==> config.mk <==
export PLATFORM = sky130hd
export DESIGN_NAME = gcq_isqrt
export DESIGN_NICKNAME = d
export VERILOG_FILES = /design/src/sv/gcq_pkg.sv /design/src/sv/gcq_isqrt.sv
export SDC_FILE = /design/constraint.sdc
export NUM_CORES = 1
export LEC_CHECK = 0
export ABC_AREA = 1
export BUFFER_PORTS_ARGS = -buffer_cell sky130_fd_sc_hd__buf_4
export CAP_MARGIN = 20
export CORE_UTILIZATION = 60
export CTS_CLUSTER_SIZE = 10
export DETAILED_ROUTE_END_ITERATION = 10
export GPL_TIMING_DRIVEN = 0
export HOLD_SLACK_MARGIN = 0.05
export PLACE_DENSITY = 0.79
export SLEW_MARGIN = 5
export SYNTH_ARGS = -nofsm -noshare
export SYNTH_HDL_FRONTEND = slang
export SYNTH_SLANG_ARGS = --single-unit
==> constraint.sdc <==
create_clock -name i_clk -period 16.1 [get_ports i_clk]
set_input_delay 0.805 -clock i_clk [delete_from_list [all_inputs] [get_ports i_clk]]
set_output_delay 0.805 -clock i_clk [all_outputs]
set_load 0.05 [all_outputs]
==> src/sv/gcq_pkg.sv <==
`timescale 1ns / 1ps
// Shared types, widths and codes for the grid clearance query core.
// No dependencies; every other file refers to it by scoped names.
package gcq_pkg;

    // Map storage bounds
    localparam int MAX_WIDTH  = 256;
    localparam int MAX_HEIGHT = 256;
    localparam int X_W        = $clog2(MAX_WIDTH);
    localparam int Y_W        = $clog2(MAX_HEIGHT);
    localparam int ADDR_W     = X_W + Y_W;
    localparam int DEPTH      = 1 << ADDR_W;

    // Field and datapath widths
    localparam int CMD_W   = 2;
    localparam int CRD_W   = 8;
    localparam int DIM_W   = 9;
    localparam int RAD_W   = 8;
    localparam int OFS_W   = 10;   // signed coordinate: centre plus offset
    localparam int SQ1_W   = 16;   // square of one offset
    localparam int SQ_W    = 17;   // squared distance
    localparam int ROOT_W  = 9;
    localparam int BIT_W   = $clog2(ROOT_W);

    // Configuration port
    localparam int CFG_IDX_W = 2;
    localparam logic [CFG_IDX_W-1:0] CFG_MAP_WIDTH      = 2'd0;
    localparam logic [CFG_IDX_W-1:0] CFG_MAP_HEIGHT     = 2'd1;
    localparam logic [CFG_IDX_W-1:0] CFG_VEHICLE_RADIUS = 2'd2;

    // Commands
    localparam logic [CMD_W-1:0] CMD_WRITE   = 2'd0;
    localparam logic [CMD_W-1:0] CMD_DISC    = 2'd1;
    localparam logic [CMD_W-1:0] CMD_NEAREST = 2'd2;

    typedef struct packed {
        logic [CMD_W-1:0] command;
        logic [CRD_W-1:0] center_x;
        logic [CRD_W-1:0] center_y;
        logic             cell_value;
    } t_item;

    typedef struct packed {
        logic              disc_clear;
        logic [ROOT_W-1:0] ring_radius;
        logic [SQ_W-1:0]   min_dist_sq;
    } t_result;

    // Effective (clamped) configuration
    typedef struct packed {
        logic [DIM_W-1:0] width;
        logic [DIM_W-1:0] height;
        logic [RAD_W-1:0] radius;
    } t_cfg;

    typedef struct packed {
        logic              we;
        logic [ADDR_W-1:0] addr;
        logic              wdata;
    } t_mem_req;

endpackage

==> src/sv/gcq_isqrt.sv <==
`timescale 1ns / 1ps
// Iterative ceiling square root: one result bit per cycle, then a round-up step.
// Depends on gcq_pkg for widths.
module gcq_isqrt (
    input  logic                       i_clk,
    input  logic                       i_rst_n,
    input  logic                       i_start,
    input  logic [gcq_pkg::SQ_W-1:0]   i_value,
    output logic                       o_done,
    output logic [gcq_pkg::ROOT_W-1:0] o_root
);

    logic                       r_busy, n_busy;
    logic                       r_fix, n_fix;
    logic                       r_done, n_done;
    logic [gcq_pkg::BIT_W-1:0]  r_bit, n_bit;
    logic [gcq_pkg::ROOT_W-1:0] r_root, n_root;
    logic [gcq_pkg::SQ_W-1:0]   r_val, n_val;

    logic [gcq_pkg::ROOT_W-1:0]   s_trial;
    logic [gcq_pkg::ROOT_W-1:0]   s_op;
    logic [2*gcq_pkg::ROOT_W-1:0] s_sq;

    assign s_trial = r_root | (gcq_pkg::ROOT_W'(1) << r_bit);
    // one shared multiplier: trial square while iterating, root square when rounding
    assign s_op    = r_fix ? r_root : s_trial;
    assign s_sq    = (2*gcq_pkg::ROOT_W)'(s_op) * (2*gcq_pkg::ROOT_W)'(s_op);

    always_comb begin
        n_busy = r_busy;
        n_fix  = r_fix;
        n_done = 1'b0;
        n_bit  = r_bit;
        n_root = r_root;
        n_val  = r_val;
        if (i_start) begin
            n_busy = 1'b1;
            n_fix  = 1'b0;
            n_bit  = gcq_pkg::BIT_W'(gcq_pkg::ROOT_W - 1);
            n_root = '0;
            n_val  = i_value;
        end else if (r_busy && !r_fix) begin
            if (s_sq <= (2*gcq_pkg::ROOT_W)'(r_val)) begin
                n_root = s_trial;
            end
            if (r_bit == '0) begin
                n_fix = 1'b1;
            end else begin
                n_bit = r_bit - 1'b1;
            end
        end else if (r_busy) begin
            // round up when the floor root falls short
            if (s_sq < (2*gcq_pkg::ROOT_W)'(r_val)) begin
                n_root = r_root + 1'b1;
            end
            n_busy = 1'b0;
            n_fix  = 1'b0;
            n_done = 1'b1;
        end
    end

    always_ff @(posedge i_clk) begin
        if (!i_rst_n) begin
            r_busy <= 1'b0;
            r_fix  <= 1'b0;
            r_done <= 1'b0;
        end else begin
            r_busy <= n_busy;
            r_fix  <= n_fix;
            r_done <= n_done;
        end
        r_bit  <= n_bit;
        r_root <= n_root;
        r_val  <= n_val;
    end

    assign o_done = r_done;
    assign o_root = r_root;

endmodule

==> impl_metrics.env, run 1 <==
export IMPL_drt_total_wl_um=8470
export IMPL_nNetsFinal=694
export IMPL_start_util_pct=62.1
export IMPL_grt_total_usage_pct=25.3
export IMPL_max_cap_violations=0
export IMPL_ant_nets=0
export IMPL_critPathSlowestCell="fa_1"
export IMPL_synth_compound_area_share_pct=9.52
export IMPL_stdcell_count=665
export IMPL_clock_latency_ps=290
export IMPL_tns_ps=0
export IMPL_die_area_um2=7330
export IMPL_synth_largest_area_cell="ha_1"
export IMPL_numCtsBuffers=5
export IMPL_rr_startpoint="r_bit[0]"
export IMPL_syn_nets=658
export IMPL_crit_end="o_root[0]"
export IMPL_cts_root_buffer="clkbuf_8"
export IMPL_fmax_mhz=145
export IMPL_synthAdderAreaFrac_pct=32.9
export IMPL_synth_seq_cells=33
export IMPL_synth_top_area_share_pct=16.7
export IMPL_die_h_um=85.6
export IMPL_first_pass_iters=4
export IMPL_p_total_uw=288
export IMPL_io_buffers=29
export IMPL_placed_cell_area_um2=4510
export IMPL_design_core_area_um2=6760
export IMPL_die_w_um=85.6
export IMPL_drc=0
export IMPL_synth_seq_area_share_pct=19.8
export IMPL_synthSimpleGateAreaFrac_pct=18.6
export IMPL_setup_violations=0
export IMPL_finalMaxSlewViolations=0
export IMPL_finClkSkew_ps=9.48
export IMPL_diodes=0
export IMPL_rows=30
export IMPL_crit_type="reg2reg"
export IMPL_reg2reg_depth=29
export IMPL_cp_start_kind="flop"
export IMPL_cts_sinks=33
export IMPL_io_pins=30
export IMPL_grt_pass1_vias=3461
export IMPL_multiInputGateArea_um2=2760
export IMPL_cts_tree="built"
export IMPL_overflow=0
export IMPL_grt_pass1_wl_um=14800
export IMPL_p_per_area_nw_per_um2=62.5
export IMPL_muxShareOfSynthArea_pct=0
export IMPL_final_area_um2=4600
export IMPL_grt_max_degree=19
export IMPL_hold_viol_final=0
export IMPL_hold_class="reg2reg"
export IMPL_regArea_um2=831
export IMPL_synth_xor_area_share_pct=4.80
export IMPL_clock_path_buffers=2
export IMPL_ff2ff_setup_slack_ps=9200
export IMPL_fin_crit_sh_pct=42.8
export IMPL_reg2reg_to="o_root[0]"
export IMPL_fin_crit_ps=6900
export IMPL_postCtsSetupBuffers=0
export IMPL_antenna_found_initial=0
export IMPL_grt_setup_unrepaired="no"
export IMPL_place_congestion=0.892
export IMPL_place_inst=657
export IMPL_htree_levels=2
export IMPL_syn_inst=548
export IMPL_slew_headroom_pct=44.1
export IMPL_syn_area_um2=4190
export IMPL_holdWs_ps=499
export IMPL_cellLeakagePower_uw=0.00268
export IMPL_drive_above_1_share_pct=10.6
export IMPL_syn_avg_cell_area_um2=7.65
export IMPL_wl_per_cell_um=12.7
export IMPL_via_count=3474
export IMPL_path_common_cell="inv_1"
export IMPL_yosysUniqueCellTypes=37
export IMPL_cp_arrival_ps=7120
export IMPL_area_growth_synth_to_final_pct=9.76
export IMPL_synth_edf_count=17
export IMPL_outcome="completed"
export IMPL_postCtsHoldBufs=0
export IMPL_hpwl_um=6850
export IMPL_ys_warn_count=0
export IMPL_ys_async_sr_fraction_pct=0
export IMPL_tightest_slew_ps=833
export IMPL_synthFlopType="edfxtp_1"
export IMPL_ys_top_cells_by_area="ha_1, fa_1, inv_1"
export IMPL_fillers=559
export IMPL_synth_top_family_by_area="adder cells"
export IMPL_peakVddDrop_mv=0.0769
export IMPL_startpoint="r_bit[0]"
export IMPL_endpoint_kind="flop"
export IMPL_max_stage_delay_ps=550
export IMPL_via_per_inst=5.22
export IMPL_cts_clk_slew_worst_paths_ps=70
export IMPL_cp_data_required_time_ps=16320
export IMPL_postCtsResizedCells=0
export IMPL_critPathMaxFanout=10
export IMPL_drtIter0Drc=146
-- worst min-delay path by stage --
stage          startpoint        end  slack (ps)  cells after the start
6_report        o_root[8]  o_root[8]         500                      2
5_1_grt         o_root[8]  o_root[8]         530                      2
4_1_cts         o_root[8]  o_root[8]         500                      2
3_5_place_dp    o_root[8]  o_root[8]         490                      2
3_3_place_gp    o_root[8]  o_root[8]         470                      2
2_1_floorplan    r_bit[0]   r_bit[0]         470                      2
-- power by group --
part | total, uW | internal, uW | leakage (uW) | switching [uW]
Sequential | 100 | 95.2 | 0.000297 | 4.79
Combinational | 122 | 44.1 | 0.00234 | 78.3
Clock | 65.5 | 33.9 | 0.0000486 | 31.6
-- layout make-up --
class / instances / share of cell area [%]
inverter: 147 / 12.0
tap: 80 / 2.17
clock inverter: 2 / 0.190
multi-input combinational: 361 / 60.0
timing repair buffer: 29 / 4.73
clock buffer: 6 / 1.79
sequential: 33 / 18.0
buffer: 7 / 1.09
-- critical path: cells and delay by family, from the launching register on --
| family | cells | cell delay [ps] |
|---|---|---|
| adder cells (fa/ha/maj) | 7 | 2860 |
| AO/OA/AOI/OAI | 5 | 1410 |
| XOR/XNOR | 1 | 170 |
| AND/OR/NAND/NOR | 9 | 1060 |
| buffers and inverters | 7 | 960 |
| flip-flops | 1 | 340 |
-- metal layers --
metal | routed length (um) | GRT usage [%]
met2 | 4200 | 46.0
met1 | 3810 | 31.4
met5 | 0 | 0
met3 | 292 | 2.89
met4 | 162 | 8.03
-- placed cells by master (no fill, tap or decap), types with 2 or more instances in the layout --
cell      instances
buf_6             2
nand2_1         114
inv_2             3
edfxtp_1         17
nand3_2           7
nand2_2           3
nor3_1            3
dfxtp_1          16
fa_1             34
clkbuf_8          6
o21ai_4           2
a21o_1            3
buf_4            30
a31oi_1           4
ha_1             56
o21ai_0          11
a21oi_2           2
a21oi_1          40
inv_1           143
xnor2_1           9
nand3_1          12
nand4_1           4
clkbuf_1          2
xor2_1           14
clkinv_1          2
nand3b_1          2
nor2_1           32
-- registers in the layout (all words and copies together), names as in the netlist --
signal	flops
r_val	17
o_root	9
r_bit	4
o_done	1
r_busy	1
r_fix	1
-- cell usage after synthesis (7+ instances only) --
library cell / count
xor2_1: 14
fa_1: 34
xnor2_1: 9
edfxtp_1: 17
dfxtp_1: 16
nor2_1: 32
o21ai_0: 11
nand2_1: 114
a21oi_1: 40
ha_1: 56
inv_1: 143
nand3_1: 12
nand3_2: 7
-- logic make-up after synthesis --
logic type,after synthesis
AO/OA/AOI/OAI,68
buffers and inverters,154
flip-flops,33
AND/OR/NAND/NOR,180
adder cells (fa/ha/maj),90
XOR/XNOR,23
-- metrics by stage --
| step | worst slack [ps] | util (%) |
|---|---|---|
| finish | 9200 | 68.1 |
| global route | 8670 | 68.1 |
| CTS | 9160 | 68.1 |
| detailed placement | 9200 | 66.8 |
| global placement | 9290 | 66.8 |
| floorplan | 10080 | - |
(Power assumes the default switching activity.)
==> run 2, diff against run 1 <==
ABC_AREA = 0   (was 1)
PLACE_DENSITY = 0.8   (was 0.79)
clock period = 6.7 ns   (was 16.1 ns; I/O delays follow)
==> run 2 against run 1 <==
Compared with the run above:
- the run now ends with setup timing left
- clock skew up 7.4 ps
- first-iteration DRC count up 140%
- total power rose to 2.7 times the previous value
- critical path depth up 1
- sequential power up 150%
- cell count down 7.8%
- core utilization up 16 points
- non-clock buffer count up 54
==> impl_metrics.env, run 2 <==
export IMPL_outcome="finished with violations"
export IMPL_violations="setup timing"
export IMPL_cts_sinks=33
export IMPL_first_pass_iters=5
export IMPL_rows=29
export IMPL_via_count=3769
export IMPL_diodes=0
export IMPL_layout_common_cells="inv_1, buf_4, ha_1"
export IMPL_cellLeakagePower_uw=0.00260
export IMPL_overflow=0
export IMPL_synth_seq_area_share_pct=21.2
export IMPL_p_total_uw=788
export IMPL_via_per_inst=6.15
export IMPL_place_congestion=0.878
export IMPL_htree_levels=2
export IMPL_synth_commonest_cells="inv_1, ha_1, nor2_1"
export IMPL_endpoint_kind="flop"
export IMPL_yosysMostFrequentCell="inv_1"
export IMPL_placed_cell_area_um2=4230
export IMPL_largest_register="r_val"
export IMPL_cts_tree="built"
export IMPL_cp_data_required_time_ps=6910
export IMPL_rr_startpoint="r_bit[2]"
export IMPL_fin_crit_ps=6920
export IMPL_wl_per_cell_um=19.0
export IMPL_syn_nets=551
export IMPL_clock_latency_ps=290
export IMPL_max_cap_violations=0
export IMPL_io_pins=30
export IMPL_grt_max_degree=25
export IMPL_die_w_um=82.8
export IMPL_ys_warn_count=0
export IMPL_numCtsBuffers=5
export IMPL_setup_violations=9
export IMPL_grt_pass1_wl_um=15200
export IMPL_drc=0
export IMPL_syn_inst=441
export IMPL_io_buffers=29
export IMPL_final_area_um2=5300
export IMPL_tightest_slew_ps=865
export IMPL_synth_edf_count=17
export IMPL_cts_clk_slew_worst_paths_ps=80
export IMPL_whs_path_depth=1
export IMPL_finalMaxSlewViolations=0
export IMPL_hpwl_um=6350
export IMPL_critPathSlowestCell="fa_2"
export IMPL_grt_setup_unrepaired="yes"
export IMPL_clock_path_buffers=2
export IMPL_grt_pass1_vias=3411
export IMPL_crit_type="reg2reg"
export IMPL_hold_class="in2reg"
export IMPL_syn_avg_cell_area_um2=8.87
export IMPL_synth_top_area_share_pct=17.9
export IMPL_final_common_cell="inv_1"
export IMPL_postCtsHoldBufs=0
export IMPL_slew_headroom_pct=40.8
export IMPL_ant_nets=0
export IMPL_synth_largest_area_cell="ha_1"
export IMPL_p_per_area_nw_per_um2=149
export IMPL_drt_total_wl_um=11700
export IMPL_fmax_mhz=145
export IMPL_fin_crit_sh_pct=103
export IMPL_syn_area_um2=3910
export IMPL_yosysUniqueCellTypes=51
export IMPL_finClkSkew_ps=16.9
export IMPL_drive_above_1_share_pct=34.0
export IMPL_ys_async_sr_fraction_pct=0
export IMPL_hold_start="i_value[4]"
export IMPL_start_util_pct=62.0
export IMPL_worst_slack_ps=-217
export IMPL_nNetsFinal=645
export IMPL_cts_root_buffer="clkbuf_8"
export IMPL_largest_reg_flops=17
export IMPL_synth_seq_cells=33
export IMPL_area_growth_synth_to_final_pct=35.5
export IMPL_grt_total_usage_pct=29.7
export IMPL_antenna_found_initial=0
export IMPL_ys_top_cells_by_area="ha_1, fa_1, edfxtp_1"
export IMPL_startpoint="r_bit[2]"
export IMPL_reg2reg_depth=30
export IMPL_critPathMaxFanout=6
export IMPL_cp_arrival_ps=7120
export IMPL_cp_start_kind="flop"
export IMPL_die_h_um=82.8
export IMPL_synthFlopType="edfxtp_1"
export IMPL_peakVddDrop_mv=0.211
export IMPL_drtIter0Drc=350
export IMPL_die_area_um2=6850
export IMPL_max_stage_delay_ps=580
export IMPL_hold_viol_final=0
export IMPL_design_core_area_um2=6310
run 2: changes by cell type in the layout (fill, tap and decap cells not counted), moves of 8 or more:
cell	delta
nand2_1	-93
inv_1	-62
buf_4	+47
a21oi_1	-21
ha_1	-13
ha_4	+12
nor2_4	+10
xor2_1	-8
run 2: repair_timing:
item	CTS	global route
resized for setup	66	62
buffers inserted	28	29
gates cloned	1	0
pin swaps	19	53
endpoints found under the setup margin	9	9
run 2: cells by family after synthesis:
family / after synthesis / share of synthesized area [%]
AOI/OAI and AO/OA: 84 / 15.2
xor gates and xnor gates: 20 / 4.48
adders and majority gates: 90 / 35.3
buffers and inverters: 101 / 9.88
DFF: 33 / 21.2
and+or+nand+nor: 113 / 13.9
run 2: worst paths after layout:
path                                  end  slack (ps)
worst max-delay path            o_root[7]        -220
worst min-delay path             r_val[4]         220
worst max register to register  o_root[7]        -220
worst min register to register   r_bit[1]         570
run 2: routing by layer:
| metal | track usage, % | part of all wire (%) |
|---|---|---|
| met3 | 4.51 | 6.2 |
| met4 | 14.0 | 6.6 |
| met2 | 50.3 | 49 |
| met1 | 37.0 | 38 |
| met5 | 0 | 0 |
run 2: power breakdown:
part | total, uW | switching [uW] | internal, uW
sequential | 249 | 19.2 | 230
clock | 168 | 73.7 | 94.7
combinational | 371 | 204 | 167
run 2: worst max-delay path, delay by kind of cell (launching register included):
family / cells / cell delay, ps
adders and majority gates: 6 / 2150
and+or+nand+nor: 7 / 1550
DFF: 1 / 390
buffers and inverters: 7 / 850
AOI/OAI and AO/OA: 10 / 1890
run 2: per-stage QoR:
stage / TNS, ps / cells / utilization [%] / setup WS (ps) / hold slack (ps)
global placement: -7120 / 547 / 67.0 / -852 / 513
floorplan: 0 / 441 / - / 42.0 / 407
detailed placement: -8660 / 547 / 67.0 / -1030 / 514
finish: -1290 / 613 / 84.0 / -217 / 218
global route: -3190 / 613 / 84.0 / -433 / 208
CTS: 0 / 584 / 76.2 / 3.36 / 217
run 2: layout make-up:
class                   instances  area, um^2
flip-flops and latches         33         850
clock buffers                   7        97.6
well taps                      77        96.3
fillers                       313        1010
inverters                      98         394
repair buffers                 87         693
clock inverters                 1        3.75
multi-input cells             307        3150
plain buffers                   3        18.8
==> run 3, diff against run 2 <==
CTS_CLUSTER_DIAMETER = 40   (was default)
clock period = 8.85 ns   (was 6.7 ns; I/O delays follow)
==> run 3 against run 2 <==
Compared with the run above:
- the run now ends clean
- wire length is 33% lower
- highest routed layer unchanged
- largest cell class unchanged
- total power is 37% lower
- largest power group is now registers
- global-route usage is 4.6 points lower
==> impl_metrics.env, run 3 (synthesis gave the netlist of run 2 again) <==
export IMPL_outcome="completed"
export IMPL_clock_latency_ps=290
export IMPL_tightest_slew_ps=956
export IMPL_numCtsBuffers=5
export IMPL_area_growth_synth_to_final_pct=10.8
export IMPL_wl_per_cell_um=14.1
export IMPL_cellLeakagePower_uw=0.00227
export IMPL_holdWs_ps=322
export IMPL_cp_arrival_ps=7970
export IMPL_rows=29
export IMPL_fin_crit_sh_pct=87.7
export IMPL_sw_frac_of_total_pct=36.3
export IMPL_finalMaxSlewViolations=0
export IMPL_grt_max_degree=25
export IMPL_p_per_area_nw_per_um2=114
export IMPL_cp_data_required_time_ps=9060
export IMPL_slew_headroom_pct=36.3
export IMPL_nNetsFinal=587
export IMPL_cts_clk_slew_worst_paths_ps=80
export IMPL_cts_sinks=33
export IMPL_p_clk_share_pct=26.9
export IMPL_clock_path_buffers=2
export IMPL_setup_violations=0
export IMPL_via_per_inst=5.58
export IMPL_max_stage_delay_ps=560
export IMPL_htree_levels=2
export IMPL_hpwl_um=6250
export IMPL_hold_class="in2reg"
export IMPL_io_pins=30
export IMPL_grt_pass1_wl_um=12900
export IMPL_antenna_found_initial=0
export IMPL_diodes=0
export IMPL_cp_start_kind="flop"
export IMPL_postCtsSetupBuffers=0
export IMPL_drc=0
export IMPL_design_core_area_um2=6310
export IMPL_p_int_uw=315
export IMPL_postCtsHoldBufs=0
export IMPL_via_count=3096
export IMPL_cts_tree="built"
export IMPL_postCtsResizedCells=0
export IMPL_drtIter0Drc=145
export IMPL_cpLargestDelayFamily="adder cells"
export IMPL_die_w_um=82.8
export IMPL_critPathMaxFanout=10
export IMPL_seq_power_share_pct=37.1
export IMPL_final_common_cell="inv_1"
export IMPL_ant_nets=0
export IMPL_hold_viol_final=0
export IMPL_fmax_mhz=129
export IMPL_cts_root_buffer="clkbuf_8"
export IMPL_max_cap_violations=0
export IMPL_endpoint_kind="flop"
export IMPL_grt_pass1_vias=2942
export IMPL_fillers=506
export IMPL_place_congestion=0.884
export IMPL_die_h_um=82.8
export IMPL_drt_total_wl_um=7810
export IMPL_largest_reg_flops=17
export IMPL_die_area_um2=6850
export IMPL_worst_path_buf_inv=6
export IMPL_io_buffers=29
export IMPL_fin_crit_ps=7760
export IMPL_first_pass_iters=5
export IMPL_tns_ps=0
export IMPL_grt_total_usage_pct=25.1
export IMPL_switchingPower_uw=180
export IMPL_layout_common_cells="inv_1, ha_1, nor2_1"
export IMPL_comb_power_share_pct=36.0
export IMPL_finClkSkew_ps=7.66
export IMPL_peakVddDrop_mv=0.179
export IMPL_critPathSlowestCell="fa_1"
export IMPL_grt_setup_unrepaired="no"
export IMPL_overflow=0
export IMPL_start_util_pct=62.0
export IMPL_drive_above_1_share_pct=9.83
export IMPL_largest_register="r_val"
export IMPL_crit_type="reg2reg"
run 3: changes by cell type in the layout (fill, tap and decap cells not counted), sizes merged:
cell,before,now
clkbuf,9,8
buf,88,30
inv,96,97
run 3: through the flow:
stage	std cells	setup slack [ps]	cell area (um^2)	total power (uW)	utilization [%]
after floorplan	441	2070	3910	314	-
after global placement	547	1290	4230	358	67.0
after detailed placement	547	1230	4230	363	67.0
after CTS	555	1160	4340	496	68.7
after global routing	555	601	4340	525	68.7
final	555	1090	4340	495	68.7
run 3: worst reg2reg max path, delay by kind of cell, from the launching register on:
kind / cells / cell delay [ps]
fa+ha+maj: 7 / 3030
simple gates: 3 / 430
flops: 1 / 430
xor+xnor: 1 / 180
compound gates: 10 / 2690
buf+inv: 6 / 930
run 3: worst paths after layout:
path | slack, ps | from | depth (start not counted) | endpoint
worst max-delay path | 1090 | r_bit[0] | 27 | o_root[7]
worst min-delay path | 320 | i_value[14] | 1 | r_val[14]
worst max register to register | 1090 | r_bit[0] | 27 | o_root[7]
worst min register to register | 530 | o_root[8] | 1 | o_root[8]
run 3: routing by layer:
layer  part of all wire [%]  GRT usage [%]  vias to the layer above
li1                       -              -                     1536
met1                     47           34.1                     1482
met2                     49           42.3                       70
met5                      0              0                        -
met4                    1.2           6.55                        0
met3                    2.9           3.08                        8
run 3: power groups by stage:
stage	Combinational [uW]	Clock (uW)	Sequential (uW)
final	178	133	184
after detailed placement	176	0	187
after CTS	178	135	183
after global placement	171	0	186
after floorplan	122	0	192
after global routing	200	140	185
run 3: layout make-up:
type	instances	area, um^2	area share [%]
Clock inverter	2	16.3	0.375
Inverter	98	368	8.48
Tap cell	77	96.3	2.22
Multi-Input combinational cell	307	2700	62.2
Clock buffer	6	93.8	2.16
Timing Repair Buffer	29	218	5.02
Sequential cell	33	831	19.2
Buffer	3	18.8	0.433
