File: config.mk
export PLATFORM = sky130hd
export DESIGN_NAME = gcq_scan
export DESIGN_NICKNAME = d
export VERILOG_FILES = /design/src/sv/gcq_pkg.sv /design/src/sv/gcq_scan.sv
export SDC_FILE = /design/constraint.sdc
export NUM_CORES = 1
export LEC_CHECK = 0
export BUFFER_PORTS_ARGS = -buffer_cell sky130_fd_sc_hd__buf_2
export CAP_MARGIN = 20
export CORE_ASPECT_RATIO = 1.2
export CORE_UTILIZATION = 55
export DETAILED_ROUTE_END_ITERATION = 12
export PLACE_DENSITY = 0.75
export SLEW_MARGIN = 20
export SYNTH_ARGS = -nofsm -noshare
export SYNTH_HDL_FRONTEND = slang
export SYNTH_SLANG_ARGS = --single-unit
File: constraint.sdc
create_clock -name i_clk -period 11.8 [get_ports i_clk]
set_input_delay 2.36 -clock i_clk [delete_from_list [all_inputs] [get_ports i_clk]]
set_output_delay 2.36 -clock i_clk [all_outputs]
set_load 0.03 [all_outputs]
File: src/sv/gcq_pkg.sv
`timescale 1ns / 1ps
// Shared types, widths and codes for the grid clearance query core.
// No dependencies; every other file refers to it by scoped names.
package gcq_pkg;

    // Map storage bounds
    localparam int MAX_WIDTH  = 256;
    localparam int MAX_HEIGHT = 256;
    localparam int X_W        = $clog2(MAX_WIDTH);
    localparam int Y_W        = $clog2(MAX_HEIGHT);
    localparam int ADDR_W     = X_W + Y_W;
    localparam int DEPTH      = 1 << ADDR_W;

    // Field and datapath widths
    localparam int CMD_W   = 2;
    localparam int CRD_W   = 8;
    localparam int DIM_W   = 9;
    localparam int RAD_W   = 8;
    localparam int OFS_W   = 10;   // signed coordinate: centre plus offset
    localparam int SQ1_W   = 16;   // square of one offset
    localparam int SQ_W    = 17;   // squared distance
    localparam int ROOT_W  = 9;
    localparam int BIT_W   = $clog2(ROOT_W);

    // Configuration port
    localparam int CFG_IDX_W = 2;
    localparam logic [CFG_IDX_W-1:0] CFG_MAP_WIDTH      = 2'd0;
    localparam logic [CFG_IDX_W-1:0] CFG_MAP_HEIGHT     = 2'd1;
    localparam logic [CFG_IDX_W-1:0] CFG_VEHICLE_RADIUS = 2'd2;

    // Commands
    localparam logic [CMD_W-1:0] CMD_WRITE   = 2'd0;
    localparam logic [CMD_W-1:0] CMD_DISC    = 2'd1;
    localparam logic [CMD_W-1:0] CMD_NEAREST = 2'd2;

    typedef struct packed {
        logic [CMD_W-1:0] command;
        logic [CRD_W-1:0] center_x;
        logic [CRD_W-1:0] center_y;
        logic             cell_value;
    } t_item;

    typedef struct packed {
        logic              disc_clear;
        logic [ROOT_W-1:0] ring_radius;
        logic [SQ_W-1:0]   min_dist_sq;
    } t_result;

    // Effective (clamped) configuration
    typedef struct packed {
        logic [DIM_W-1:0] width;
        logic [DIM_W-1:0] height;
        logic [RAD_W-1:0] radius;
    } t_cfg;

    typedef struct packed {
        logic              we;
        logic [ADDR_W-1:0] addr;
        logic              wdata;
    } t_mem_req;

endpackage

File: src/sv/gcq_scan.sv
`timescale 1ns / 1ps
// Command sequencer: decodes an item, writes the map or sweeps a square window
// of map cells one read per cycle, and forms the result. Uses gcq_pkg.
module gcq_scan (
    input  logic                       i_clk,
    input  logic                       i_rst_n,
    input  logic                       i_start,
    input  gcq_pkg::t_item             i_item,
    input  gcq_pkg::t_cfg              i_cfg,
    output logic                       o_busy,
    output logic                       o_res_valid,
    output gcq_pkg::t_result           o_res,
    output gcq_pkg::t_mem_req          o_mem_req,
    input  logic                       i_mem_rdata,
    output logic                       o_sqrt_start,
    output logic [gcq_pkg::SQ_W-1:0]   o_sqrt_value,
    input  logic                       i_sqrt_done,
    input  logic [gcq_pkg::ROOT_W-1:0] i_sqrt_root
);

    localparam logic [2:0] S_IDLE   = 3'd0;
    localparam logic [2:0] S_DECODE = 3'd1;
    localparam logic [2:0] S_SETUP  = 3'd2;
    localparam logic [2:0] S_SCAN   = 3'd3;
    localparam logic [2:0] S_DRAIN  = 3'd4;
    localparam logic [2:0] S_ROOT   = 3'd5;

    localparam int OW = gcq_pkg::OFS_W;
    localparam int SW = gcq_pkg::SQ1_W + 2;   // signed width for square updates

    logic [2:0]                        r_state, n_state;
    logic [gcq_pkg::CMD_W-1:0]         r_cmd, n_cmd;
    logic [gcq_pkg::CRD_W-1:0]         r_cx, n_cx;
    logic [gcq_pkg::CRD_W-1:0]         r_cy, n_cy;
    logic                              r_val, n_val;
    logic [gcq_pkg::DIM_W-1:0]         r_a, n_a;
    logic [gcq_pkg::RAD_W-1:0]         r_k, n_k;
    logic [gcq_pkg::SQ1_W-1:0]         r_k2, n_k2;
    logic [gcq_pkg::SQ_W-1:0]          r_lim, n_lim;
    logic signed [OW-1:0]              r_dx, n_dx;
    logic signed [OW-1:0]              r_dy, n_dy;
    logic [gcq_pkg::SQ1_W-1:0]         r_dx2, n_dx2;
    logic [gcq_pkg::SQ1_W-1:0]         r_dy2, n_dy2;
    logic                              r_p_valid, n_p_valid;
    logic                              r_p_use, n_p_use;
    logic                              r_p_out, n_p_out;
    logic [gcq_pkg::SQ_W-1:0]          r_p_d2, n_p_d2;
    logic                              r_res_valid, n_res_valid;
    gcq_pkg::t_result                  r_res, n_res;
    logic                              r_sqrt_start, n_sqrt_start;

    logic                         s_inside;
    logic [gcq_pkg::DIM_W-1:0]    s_cx9, s_cy9;
    logic [gcq_pkg::DIM_W-1:0]    s_e1, s_e2, s_e3, s_e4, s_m12, s_m34, s_edge;
    logic signed [OW-1:0]         s_kpos;
    logic signed [OW-1:0]         s_x, s_y;
    logic                         s_out;
    logic [gcq_pkg::SQ_W-1:0]     s_d2;
    logic signed [SW-1:0]         s_dx_step, s_dy_step;
    logic [2*gcq_pkg::DIM_W-1:0]  s_a_sq;
    logic                         s_hit;
    logic [gcq_pkg::ADDR_W-1:0]   s_scan_addr, s_ctr_addr;

    assign s_cx9    = {1'b0, r_cx};
    assign s_cy9    = {1'b0, r_cy};
    assign s_inside = (s_cx9 < i_cfg.width) && (s_cy9 < i_cfg.height);

    // distance from the centre to the first out-of-map cell along each axis
    assign s_e1   = s_cx9 + 1'b1;
    assign s_e2   = i_cfg.width - s_cx9;
    assign s_e3   = s_cy9 + 1'b1;
    assign s_e4   = i_cfg.height - s_cy9;
    assign s_m12  = (s_e1 < s_e2) ? s_e1 : s_e2;
    assign s_m34  = (s_e3 < s_e4) ? s_e3 : s_e4;
    assign s_edge = (s_m12 < s_m34) ? s_m12 : s_m34;

    assign s_kpos = signed'({2'b00, r_k});
    assign s_x    = signed'({2'b00, r_cx}) + r_dx;
    assign s_y    = signed'({2'b00, r_cy}) + r_dy;
    assign s_out  = s_x[OW-1] || s_y[OW-1]
                  || (s_x[gcq_pkg::DIM_W-1:0] >= i_cfg.width)
                  || (s_y[gcq_pkg::DIM_W-1:0] >= i_cfg.height);
    assign s_d2   = gcq_pkg::SQ_W'(r_dx2) + gcq_pkg::SQ_W'(r_dy2);

    // (d+1)^2 = d^2 + 2d + 1
    assign s_dx_step = {{(SW-OW-1){r_dx[OW-1]}}, r_dx, 1'b1};
    assign s_dy_step = {{(SW-OW-1){r_dy[OW-1]}}, r_dy, 1'b1};

    assign s_a_sq = (2*gcq_pkg::DIM_W)'(r_a) * (2*gcq_pkg::DIM_W)'(r_a);

    // previous cycle's cell: memory data is valid now
    assign s_hit = r_p_valid && r_p_use && (r_p_out || i_mem_rdata);

    assign s_scan_addr = {s_y[gcq_pkg::Y_W-1:0], s_x[gcq_pkg::X_W-1:0]};
    assign s_ctr_addr  = {r_cy[gcq_pkg::Y_W-1:0], r_cx[gcq_pkg::X_W-1:0]};

    // Items run one at a time, so a write has retired before any later read.
    always_comb begin
        o_mem_req.we    = (r_state == S_DECODE) && (r_cmd == gcq_pkg::CMD_WRITE) && s_inside;
        o_mem_req.wdata = r_val;
        o_mem_req.addr  = (r_state == S_SCAN) ? s_scan_addr : s_ctr_addr;
    end

    always_comb begin
        n_state      = r_state;
        n_cmd        = r_cmd;
        n_cx         = r_cx;
        n_cy         = r_cy;
        n_val        = r_val;
        n_a          = r_a;
        n_k          = r_k;
        n_k2         = r_k2;
        n_lim        = r_lim;
        n_dx         = r_dx;
        n_dy         = r_dy;
        n_dx2        = r_dx2;
        n_dy2        = r_dy2;
        n_p_valid    = 1'b0;
        n_p_use      = r_p_use;
        n_p_out      = r_p_out;
        n_p_d2       = r_p_d2;
        n_res_valid  = 1'b0;
        n_res        = r_res;
        n_sqrt_start = 1'b0;

        case (r_state)
            S_IDLE: begin
                if (i_start) begin
                    n_cmd   = i_item.command;
                    n_cx    = i_item.center_x;
                    n_cy    = i_item.center_y;
                    n_val   = i_item.cell_value;
                    n_state = S_DECODE;
                end
            end
            S_DECODE: begin
                case (r_cmd)
                    gcq_pkg::CMD_DISC: begin
                        n_a     = {1'b0, i_cfg.radius};
                        n_k     = i_cfg.radius;
                        n_state = S_SETUP;
                    end
                    gcq_pkg::CMD_NEAREST: begin
                        if (s_inside) begin
                            // no obstacle nearer than the map edge lies outside this window
                            n_a     = s_edge;
                            n_k     = gcq_pkg::RAD_W'(s_edge - 1'b1);
                            n_state = S_SETUP;
                        end else begin
                            n_lim        = '0;
                            n_sqrt_start = 1'b1;
                            n_state      = S_ROOT;
                        end
                    end
                    default: begin
                        // write, and the unused code: all-zero result
                        n_res       = '0;
                        n_res_valid = 1'b1;
                        n_state     = S_IDLE;
                    end
                endcase
            end
            S_SETUP: begin
                n_lim   = gcq_pkg::SQ_W'(s_a_sq);
                n_k2    = gcq_pkg::SQ1_W'(r_k) * gcq_pkg::SQ1_W'(r_k);
                n_dx2   = n_k2;
                n_dy2   = n_k2;
                n_dx    = -s_kpos;
                n_dy    = -s_kpos;
                n_state = S_SCAN;
            end
            S_SCAN, S_DRAIN: begin
                if (r_cmd == gcq_pkg::CMD_DISC && s_hit) begin
                    // drop the cell in flight and report blocked
                    n_res            = '0;
                    n_res.disc_clear = 1'b0;
                    n_res_valid      = 1'b1;
                    n_state          = S_IDLE;
                end else begin
                    if (s_hit && (r_p_d2 < r_lim)) begin
                        n_lim = r_p_d2;
                    end
                    if (r_state == S_SCAN) begin
                        n_p_valid = 1'b1;
                        n_p_use   = (r_cmd == gcq_pkg::CMD_DISC) ? (s_d2 <= r_lim) : 1'b1;
                        n_p_out   = s_out;
                        n_p_d2    = s_d2;
                        if (r_dx == s_kpos) begin
                            n_dx  = -s_kpos;
                            n_dx2 = r_k2;
                            n_dy  = r_dy + 1'b1;
                            n_dy2 = gcq_pkg::SQ1_W'(signed'({2'b00, r_dy2}) + s_dy_step);
                            if (r_dy == s_kpos) begin
                                n_state = S_DRAIN;
                            end
                        end else begin
                            n_dx  = r_dx + 1'b1;
                            n_dx2 = gcq_pkg::SQ1_W'(signed'({2'b00, r_dx2}) + s_dx_step);
                        end
                    end else if (r_cmd == gcq_pkg::CMD_DISC) begin
                        n_res            = '0;
                        n_res.disc_clear = 1'b1;
                        n_res_valid      = 1'b1;
                        n_state          = S_IDLE;
                    end else begin
                        n_sqrt_start = 1'b1;
                        n_state      = S_ROOT;
                    end
                end
            end
            S_ROOT: begin
                if (i_sqrt_done) begin
                    n_res             = '0;
                    n_res.ring_radius = i_sqrt_root;
                    n_res.min_dist_sq = r_lim;
                    n_res_valid       = 1'b1;
                    n_state           = S_IDLE;
                end
            end
            default: begin
                n_state = S_IDLE;
            end
        endcase
    end

    always_ff @(posedge i_clk) begin
        if (!i_rst_n) begin
            r_state      <= S_IDLE;
            r_p_valid    <= 1'b0;
            r_res_valid  <= 1'b0;
            r_sqrt_start <= 1'b0;
        end else begin
            r_state      <= n_state;
            r_p_valid    <= n_p_valid;
            r_res_valid  <= n_res_valid;
            r_sqrt_start <= n_sqrt_start;
        end
        r_cmd   <= n_cmd;
        r_cx    <= n_cx;
        r_cy    <= n_cy;
        r_val   <= n_val;
        r_a     <= n_a;
        r_k     <= n_k;
        r_k2    <= n_k2;
        r_lim   <= n_lim;
        r_dx    <= n_dx;
        r_dy    <= n_dy;
        r_dx2   <= n_dx2;
        r_dy2   <= n_dy2;
        r_p_use <= n_p_use;
        r_p_out <= n_p_out;
        r_p_d2  <= n_p_d2;
        r_res   <= n_res;
    end

    assign o_busy       = (r_state != S_IDLE);
    assign o_res_valid  = r_res_valid;
    assign o_res        = r_res;
    assign o_sqrt_start = r_sqrt_start;
    assign o_sqrt_value = r_lim;

`ifndef ASSERT_OFF
    a_accept_busy: assert property (@(posedge i_clk) disable iff (!i_rst_n)
        (i_start && !o_busy) |=> o_busy)
        else $error("accepted item did not raise busy");

    a_pipe_in_scan: assert property (@(posedge i_clk) disable iff (!i_rst_n)
        r_p_valid |-> (r_state == S_SCAN || r_state == S_DRAIN))
        else $error("cell in flight outside a sweep");

    a_write_only_decode: assert property (@(posedge i_clk) disable iff (!i_rst_n)
        o_mem_req.we |-> (r_state == S_DECODE && r_cmd == gcq_pkg::CMD_WRITE))
        else $error("map write outside a write command");

    a_nearest_window_in_map: assert property (@(posedge i_clk) disable iff (!i_rst_n)
        (r_state == S_SCAN && r_cmd == gcq_pkg::CMD_NEAREST) |-> !s_out)
        else $error("nearest search window leaves the map");

    a_root_done_state: assert property (@(posedge i_clk) disable iff (!i_rst_n)
        i_sqrt_done |-> (r_state == S_ROOT))
        else $error("root result with no search waiting");
`endif

endmodule
==> summary.md, run 1 <==
| Metric | Value |
|---|---|
| Outcome | complete, no violations |
| Peak supply drop | 0.0000780 V |
| Crit end category | flop |
| Reg-to-reg critical path startpoint | r_cy[0]$_DFFE_PP_ |
| Worst path bufs/invs | 3 |
| Total detailed-routing wirelength | 39.5 mm |
| WL per Instance | 17.8 um |
| Max-Cap Viols | 0 |
| Cell row count | 69 |
| Crit path kind | in -> reg |
| # DRC | 0 |
| R2R setup slack | 4.49 ns |
| CP max stage delay | 0.80 ns |
| Layout area overhead | 9.51% |
| Hold Path End | o_sqrt_value[0]$_DFFE_PP_ |
| Drt pass-1 iters | 7 |
| Max transition margin | 31.3% |
| Die area | 30600 sq um |
| GRT Total Usage | 26.6% |
| RSZ-0062 raised after global routing | no |
| Pleak | 0.00809 uW |
| CP max stage cell | nor2_1 |
| Die Width | 160 um |
| Post-Synthesis Cells | 1707 |
| Initial DRC count | 802 |
| Worst-Skew Late Latency | 0.45 ns |
| Tcrit/Tclk final | 73.9% |
| Syn. warnings | 0 |
| WHS Path Cells | 1 |
| Final nets | 2153 |
| Cts bufs inserted | 17 |
| Startpoint Class | input pin |
| H-tree Lvls | 4 |
| TritonCTS clock tree | built |
| Final Max Slew Viols | 0 |
| Setup Skew | 0.0170 ns |
| CORE AREA | 29500 sq um |
| Synth Flop Type | edfxtp_1 |
| Cell area after placement | 17400 sq um |
| Post-synth EDFFs | 166 |
| Clk sinks | 172 |
| Starting Density | 55.7% |
| Die height | 191 um |
| Via-per-instance ratio | 5.75 |
| Port bufs | 123 |
| Yosys cell types | 77 |
| Final std cell area, no fill | 18000 sq um |
| Final min period | 8.72 ns |
| Ant diodes | 0 |
| Hold Violations, Final | 0 |
| Most frequent cells in the layout | ha_1 (219), inv_1 (196), edfxtp_1 (166) |
| Setup bufs post-CTS | 0 |
| Synthesized area | 16500 sq um |
| Layout cells sized above 1 | 11.6% |
| PD cells | 143 nW/um^2 |
| Setup TNS | 0 ns |
| Pin count of the biggest net entering global routing | 59 |
| Net Count, Synth | 2052 |
| CTS Hold Buffers Added | 0 |
| Most frequent cell on the critical path | ha_1 |
| Root Buffer | clkbuf_16 |
| R2R depth | 24 |
| Gp weighted congestion | 0.887 |
| Clock Tree Buf Depth | 2 |
| Worst hold start | r_p_d2[0]$_DFFE_PP_ |
| Final core occ | 61.0% |
| Avg Cell Area, Syn | 9.64 sq um |
| #FFs+latches synth | 172 |
| Post-CTS sizing | 0 |
| Antenna Nets Post-Route | 0 |
| CP max FO | 20 |
| Peak Freq | 115 MHz |
| RR Endpoint | r_k[6]$_DFFE_PP_ |
| Total Power | 2580 uW |
| Vias in the first global route | 12800 |
| Worst Path Required | 11.94 ns |
| Worst Path Arrival | 8.86 ns |
| Post-synthesis sequential area ratio | 31.0% |
| Grt total ovfl | 0 |
| First-pass GRT wire length | 64.1 mm |
| # setup viols final | 0 |
| Top delay family on crit path | compound AO/OA/AOI/OAI gates |
| Synth async-reset ratio | 0% |
| Via count | 12700 |
| Worst-path clk slew | 0.07 ns |
| Commonest non-fill, non-tap cell in the layout | ha_1 |
| Worst hold-check path type | reg -> reg |
| DP HPWL | 31.6 mm |
| Slew at the pin closest to its max-slew limit | 1.03 ns |
| Antenna violations before repair | 0 |
| Boundary pin count | 124 |
-- sequential cells by signal, summed over array words and instances, names as in the netlist --
register and count:
r_state 3, o_sqrt_value 17, o_res 27, r_val 1, r_dy2 16, o_res_valid 1, r_dy 10, r_p_out 1
r_cmd 2, r_k2 15, r_cy 8, r_dx2 16, r_a 9, r_p_d2 17, r_k 8, r_cx 8
r_p_valid 1, r_dx 10, o_sqrt_start 1, r_p_use 1
-- report_power, final --
group / internal, uW / switching, uW / leakage, uW
Combinational: 499 / 723 / 0.00623
Sequential: 757 / 43.5 / 0.00157
Clock: 281 / 277 / 0.000281
Total: 1540 / 1040 / 0.00809
-- routing by layer --
metal  wire, um  vias up  global-route usage (%)
met5          0        -                       0
met3       2200       88                    3.60
met2      19800      388                    48.6
met4       1400        0                    11.0
met1      16100     6045                    31.3
li1           -     6201                       -
-- stage by stage --
step	hold slack [ns]	worst slack (ns)	instances
6_report	0.557	3.08	2211
5_1_grt	0.574	2.64	2211
4_1_cts	0.559	3.16	2211
3_5_place_dp	0.542	2.69	2179
3_3_place_gp	0.540	2.99	2179
2_1_floorplan	0.455	4.11	1707
-- area by class of cell --
cell class | instances | area (sq um)
Timing Repair Buffer | 130 | 668
Inverter | 198 | 743
Fill cell | 2460 | 11500
Multi-Input combinational cell | 1289 | 10400
Clock inverter | 15 | 146
Sequential cell | 172 | 5100
Tap cell | 390 | 488
Clock buffer | 17 | 425
-- worst max path at each step --
stage	from	end	slack (ns)	cells after the start
after floorplan	i_cfg[10]	r_k[6]$_DFFE_PP_	4.11	27
after global placement	i_cfg[8]	r_k[6]$_DFFE_PP_	2.99	26
after detailed placement	i_cfg[8]	r_k[6]$_DFFE_PP_	2.69	26
after CTS	i_cfg[8]	r_k[6]$_DFFE_PP_	3.16	26
after global routing	i_cfg[8]	r_k[6]$_DFFE_PP_	2.64	26
final	i_cfg[8]	r_k[6]$_DFFE_PP_	3.08	26
-- cell usage after synthesis, types with 3 or more instances --
library cell | instances | area share (%)
clkbuf_1 | 40 | 0.91
o31a_1 | 3 | 0.16
edfxtp_1 | 166 | 30
nand3_1 | 35 | 1.1
ha_1 | 219 | 17
a211oi_1 | 7 | 0.32
nor2_1 | 93 | 2.1
a31oi_1 | 10 | 0.38
mux2_2 | 21 | 1.4
nor2b_1 | 29 | 1.1
and3_1 | 8 | 0.30
nand2b_1 | 22 | 0.84
mux2i_1 | 17 | 1.0
nand3b_1 | 4 | 0.18
fa_1 | 67 | 8.2
nand4_1 | 18 | 0.68
nor3_1 | 41 | 1.2
a21o_1 | 40 | 1.8
or3_1 | 6 | 0.23
o21bai_1 | 30 | 1.4
xnor2_1 | 101 | 5.4
a21oi_1 | 132 | 4.0
and2_1 | 57 | 2.2
a41oi_1 | 3 | 0.16
nor3b_1 | 5 | 0.23
nand2_1 | 104 | 2.4
nor4_1 | 9 | 0.34
o22ai_1 | 4 | 0.15
a21boi_0 | 4 | 0.18
or2_2 | 4 | 0.15
inv_1 | 196 | 4.5
o21a_1 | 12 | 0.55
dfxtp_1 | 6 | 0.73
o211ai_1 | 7 | 0.32
buf_1 | 4 | 0.091
xor2_1 | 45 | 2.4
o21ai_0 | 74 | 2.3
a22o_1 | 16 | 0.85
-- cells by family (layout without fill, tap and decap cells) --
group | count (synthesis) | count (layout) | share of synthesized area (%)
AO/OA/AOI/OAI | 372 | 372 | 14.4
XOR/XNOR | 146 | 146 | 7.77
adder cells (fa/ha/maj) | 286 | 286 | 24.8
buffers and inverters | 246 | 360 | 5.73
flip-flops | 172 | 172 | 31.0
multiplexers | 40 | 40 | 2.65
AND/OR/NAND/NOR | 445 | 445 | 13.6
Note: power is estimated with default switching activity, not from simulation.
==> run 2: changes to the inputs <==
- ABC_AREA: unset -> 1
- PLACE_DENSITY: 0.75 -> 0.78
- clock period: 11.8 -> 7.17 ns (I/O delays scaled with it)
==> run 2 against run 1 <==
Net effect: sequential power up 79%; total power up 95%; area after synthesis down 0.36%; worst hold slack worse by 0.0090 ns; global-route usage up 1.6 points; first-iteration DRC count up 5.6%; cell area about the same; via count up 8.3%; combinational power up 120%; register-to-register slack worse by 3.0 ns; sequential cell count unchanged; clock skew down 0.0037 ns.
==> summary.md, run 2 <==
| Metric | Value |
|---|---|
| Outcome | complete, no violations |
| Worst path bufs/invs | 3 |
| Root Buffer | clkbuf_16 |
| Initial DRC count | 847 |
| Worst Path Required | 7.37 ns |
| Gp weighted congestion | 0.933 |
| Antenna Nets Post-Route | 0 |
| Max FFs per register | 27 |
| Synth async-reset ratio | 0% |
| Cts bufs inserted | 17 |
| Syn. warnings | 0 |
| Via-per-instance ratio | 5.51 |
| DP HPWL | 33.4 mm |
| Clk sinks | 172 |
| Commonest non-fill, non-tap cell in the layout | nand2_1 |
| Hold Violations, Final | 0 |
| Share of total power in the clock network | 18.7% |
| Worst-path clk slew | 0.08 ns |
| Peak supply drop | 0.000161 V |
| Top delay family on crit path | simple AND/OR/NAND/NOR gates |
| Die height | 191 um |
| Int Pwr | 2810 uW |
| Clock Tree Buf Depth | 2 |
| Worst-Skew Late Latency | 0.45 ns |
| CP max stage cell | or3b_1 |
| Met1 Use GR | 32.1% |
| Slew at the pin closest to its max-slew limit | 1.03 ns |
| Min Hold Slack | 0.548 ns |
| GRT Total Usage | 28.2% |
| Reg-to-reg critical path startpoint | r_a[2]$_DFFE_PP_ |
| Starting Density | 56.5% |
| Most frequent cells in the layout | nand2_1 (399), inv_1 (369), ha_1 (219) |
| Worst hold-check path type | reg -> reg |
| TritonCTS clock tree | built |
| Setup TNS | 0 ns |
| Yosys cell types | 57 |
| Boundary pin count | 124 |
| Top-count cell post-synth | nand2_1 |
| PD cells | 279 nW/um^2 |
| Die area | 30500 sq um |
| Grt total ovfl | 0 |
| Net Count, Synth | 2333 |
| # DRC | 0 |
| Layout area overhead | 9.98% |
| Setup bufs post-CTS | 0 |
| Switching Share | 44.0% |
| Fin cells | 2500 |
| Most frequent cell on the critical path | nand2_1 |
| Ant diodes | 0 |
| R2R setup slack | 1.51 ns |
| Via count | 13800 |
| Die Width | 160 um |
| Final core occ | 62.1% |
| Avg Cell Area, Syn | 8.25 sq um |
| Layout cells sized above 1 | 9.60% |
| Drt pass-1 iters | 5 |
| CP max FO | 14 |
| GR peak layer | met2 |
| # placed instances | 2467 |
| Reg power frac | 28.4% |
| Total detailed-routing wirelength | 41.7 mm |
| Gate power share | 52.9% |
| Crit path kind | in -> reg |
| Vias in the first global route | 14000 |
| Startpoint Class | input pin |
| Synth Flop Type | edfxtp_1 |
| # setup viols final | 0 |
| Setup Skew | 0.0132 ns |
| Post-synth EDFFs | 166 |
| Area leader, netlist | edfxtp_1 |
| Crit path launch | i_cfg[19] |
| Post-Synthesis Cells | 1988 |
| Final min period | 6.03 ns |
| Area fraction of the dominant cell type after synthesis | 30.4% |
| CP max stage delay | 0.37 ns |
| Pin count of the biggest net entering global routing | 45 |
| Synth cell count leaders | nand2_1 (399), inv_1 (369), ha_1 (219) |
| Synthesized area | 16400 sq um |
| Max transition margin | 31.5% |
| Max-Cap Viols | 0 |
| Peak Freq | 166 MHz |
| CORE AREA | 29000 sq um |
| Sw power | 2210 uW |
| Final Max Slew Viols | 0 |
| First-pass GRT wire length | 67.8 mm |
| Antenna violations before repair | 0 |
| Port bufs | 123 |
| Area contributors post-synth | edfxtp_1 (30%), ha_1 (17%), nand2_1 (9.1%) |
| WL per Instance | 16.7 um |
| Worst hold start | r_k2[11]$_DFFE_PP_ |
| Post-CTS sizing | 0 |
| Worst Path Arrival | 6.22 ns |
| Pleak | 0.00925 uW |
| Post-synthesis sequential area ratio | 31.1% |
| Crit end category | flop |
| Final std cell area, no fill | 18000 sq um |
| CTS Hold Buffers Added | 0 |
| Met2 track utilization from global routing | 53.2% |
| Final nets | 2447 |
| Cell area after placement | 17400 sq um |
| H-tree Lvls | 4 |
| Cell row count | 68 |
| #FFs+latches synth | 172 |
| GRT met3 Usage | 3.58% |
| Tcrit/Tclk final | 84.0% |
| RSZ-0062 raised after global routing | no |
run 2: cell types whose count changed after synthesis, moves of 19 or more:
cell      before  now
nand2_1      104  399
inv_1        196  369
xnor2_1      101   21
nor2_1        93  155
and2_1        57    4
o21ai_0       74  111
nand3_1       35   68
a21o_1        40    8
xor2_1        45   76
nor2b_1       29    0
nand2b_1      22    0
mux2_2        21    2
nor3_1        41   22
run 2: layout make-up:
class | instances | area [sq um]
fillers | 2492 | 11000
multi-input cells | 1403 | 9750
flip-flops and latches | 172 | 5100
inverters | 373 | 1400
repair buffers | 135 | 713
well taps | 385 | 482
clock buffers | 19 | 433
clock inverters | 13 | 146
run 2: routing by layer:
| metal | wire length (um) | share of wire, % | vias to the layer above |
|---|---|---|---|
| li1 | - | - | 6748 |
| met5 | 0 | 0 | - |
| met1 | 16400 | 39 | 6435 |
| met2 | 21500 | 52 | 506 |
| met3 | 2490 | 6.0 | 93 |
| met4 | 1330 | 3.2 | 0 |
run 2: power groups by stage:
stage	clock [uW]	combinational, uW	sequential (uW)
4_1_cts	942	2640	1430
3_5_place_dp	0	2620	1450
3_3_place_gp	0	2520	1450
6_report	939	2660	1430
2_1_floorplan	0	1960	1450
5_1_grt	973	3020	1440
run 2: worst register-to-register path: cells and delay by family, from the launching register on:
| kind | cells | cell delay (ns) |
|---|---|---|
| adder cells (fa/ha/maj) | 5 | 2.24 |
| AND/OR/NAND/NOR | 13 | 1.11 |
| AO/OA/AOI/OAI | 5 | 0.75 |
| flip-flops | 1 | 0.60 |
| XOR/XNOR | 1 | 0.36 |
| buffers and inverters | 6 | 0.35 |
run 2: worst paths after layout:
path | endpoint | depth (start not counted)
worst max-delay path | r_k[2]$_DFFE_PP_ | 28
worst min-delay path | r_dx2[11]$_DFFE_PP_ | 2
worst max register to register | o_sqrt_value[16]$_DFFE_PP_ | 30
worst min register to register | r_dx2[11]$_DFFE_PP_ | 2
run 2: through the flow:
| step | setup WS, ns | power [uW] |
|---|---|---|
| 6_report | 1.14 | 5030 |
| 5_1_grt | 0.757 | 5430 |
| 4_1_cts | 1.23 | 5010 |
| 3_5_place_dp | 0.768 | 4070 |
| 3_3_place_gp | 0.925 | 3970 |
| 2_1_floorplan | 0.877 | 3420 |
run 2: kinds of logic after synthesis:
family | count (synthesis) | share of synthesized area (%)
compound gates | 321 | 11.4
simple gates | 697 | 17.7
flops | 172 | 31.1
fa+ha+maj | 286 | 24.9
buf+inv | 413 | 9.53
mux | 2 | 0.137
xor+xnor | 97 | 5.18
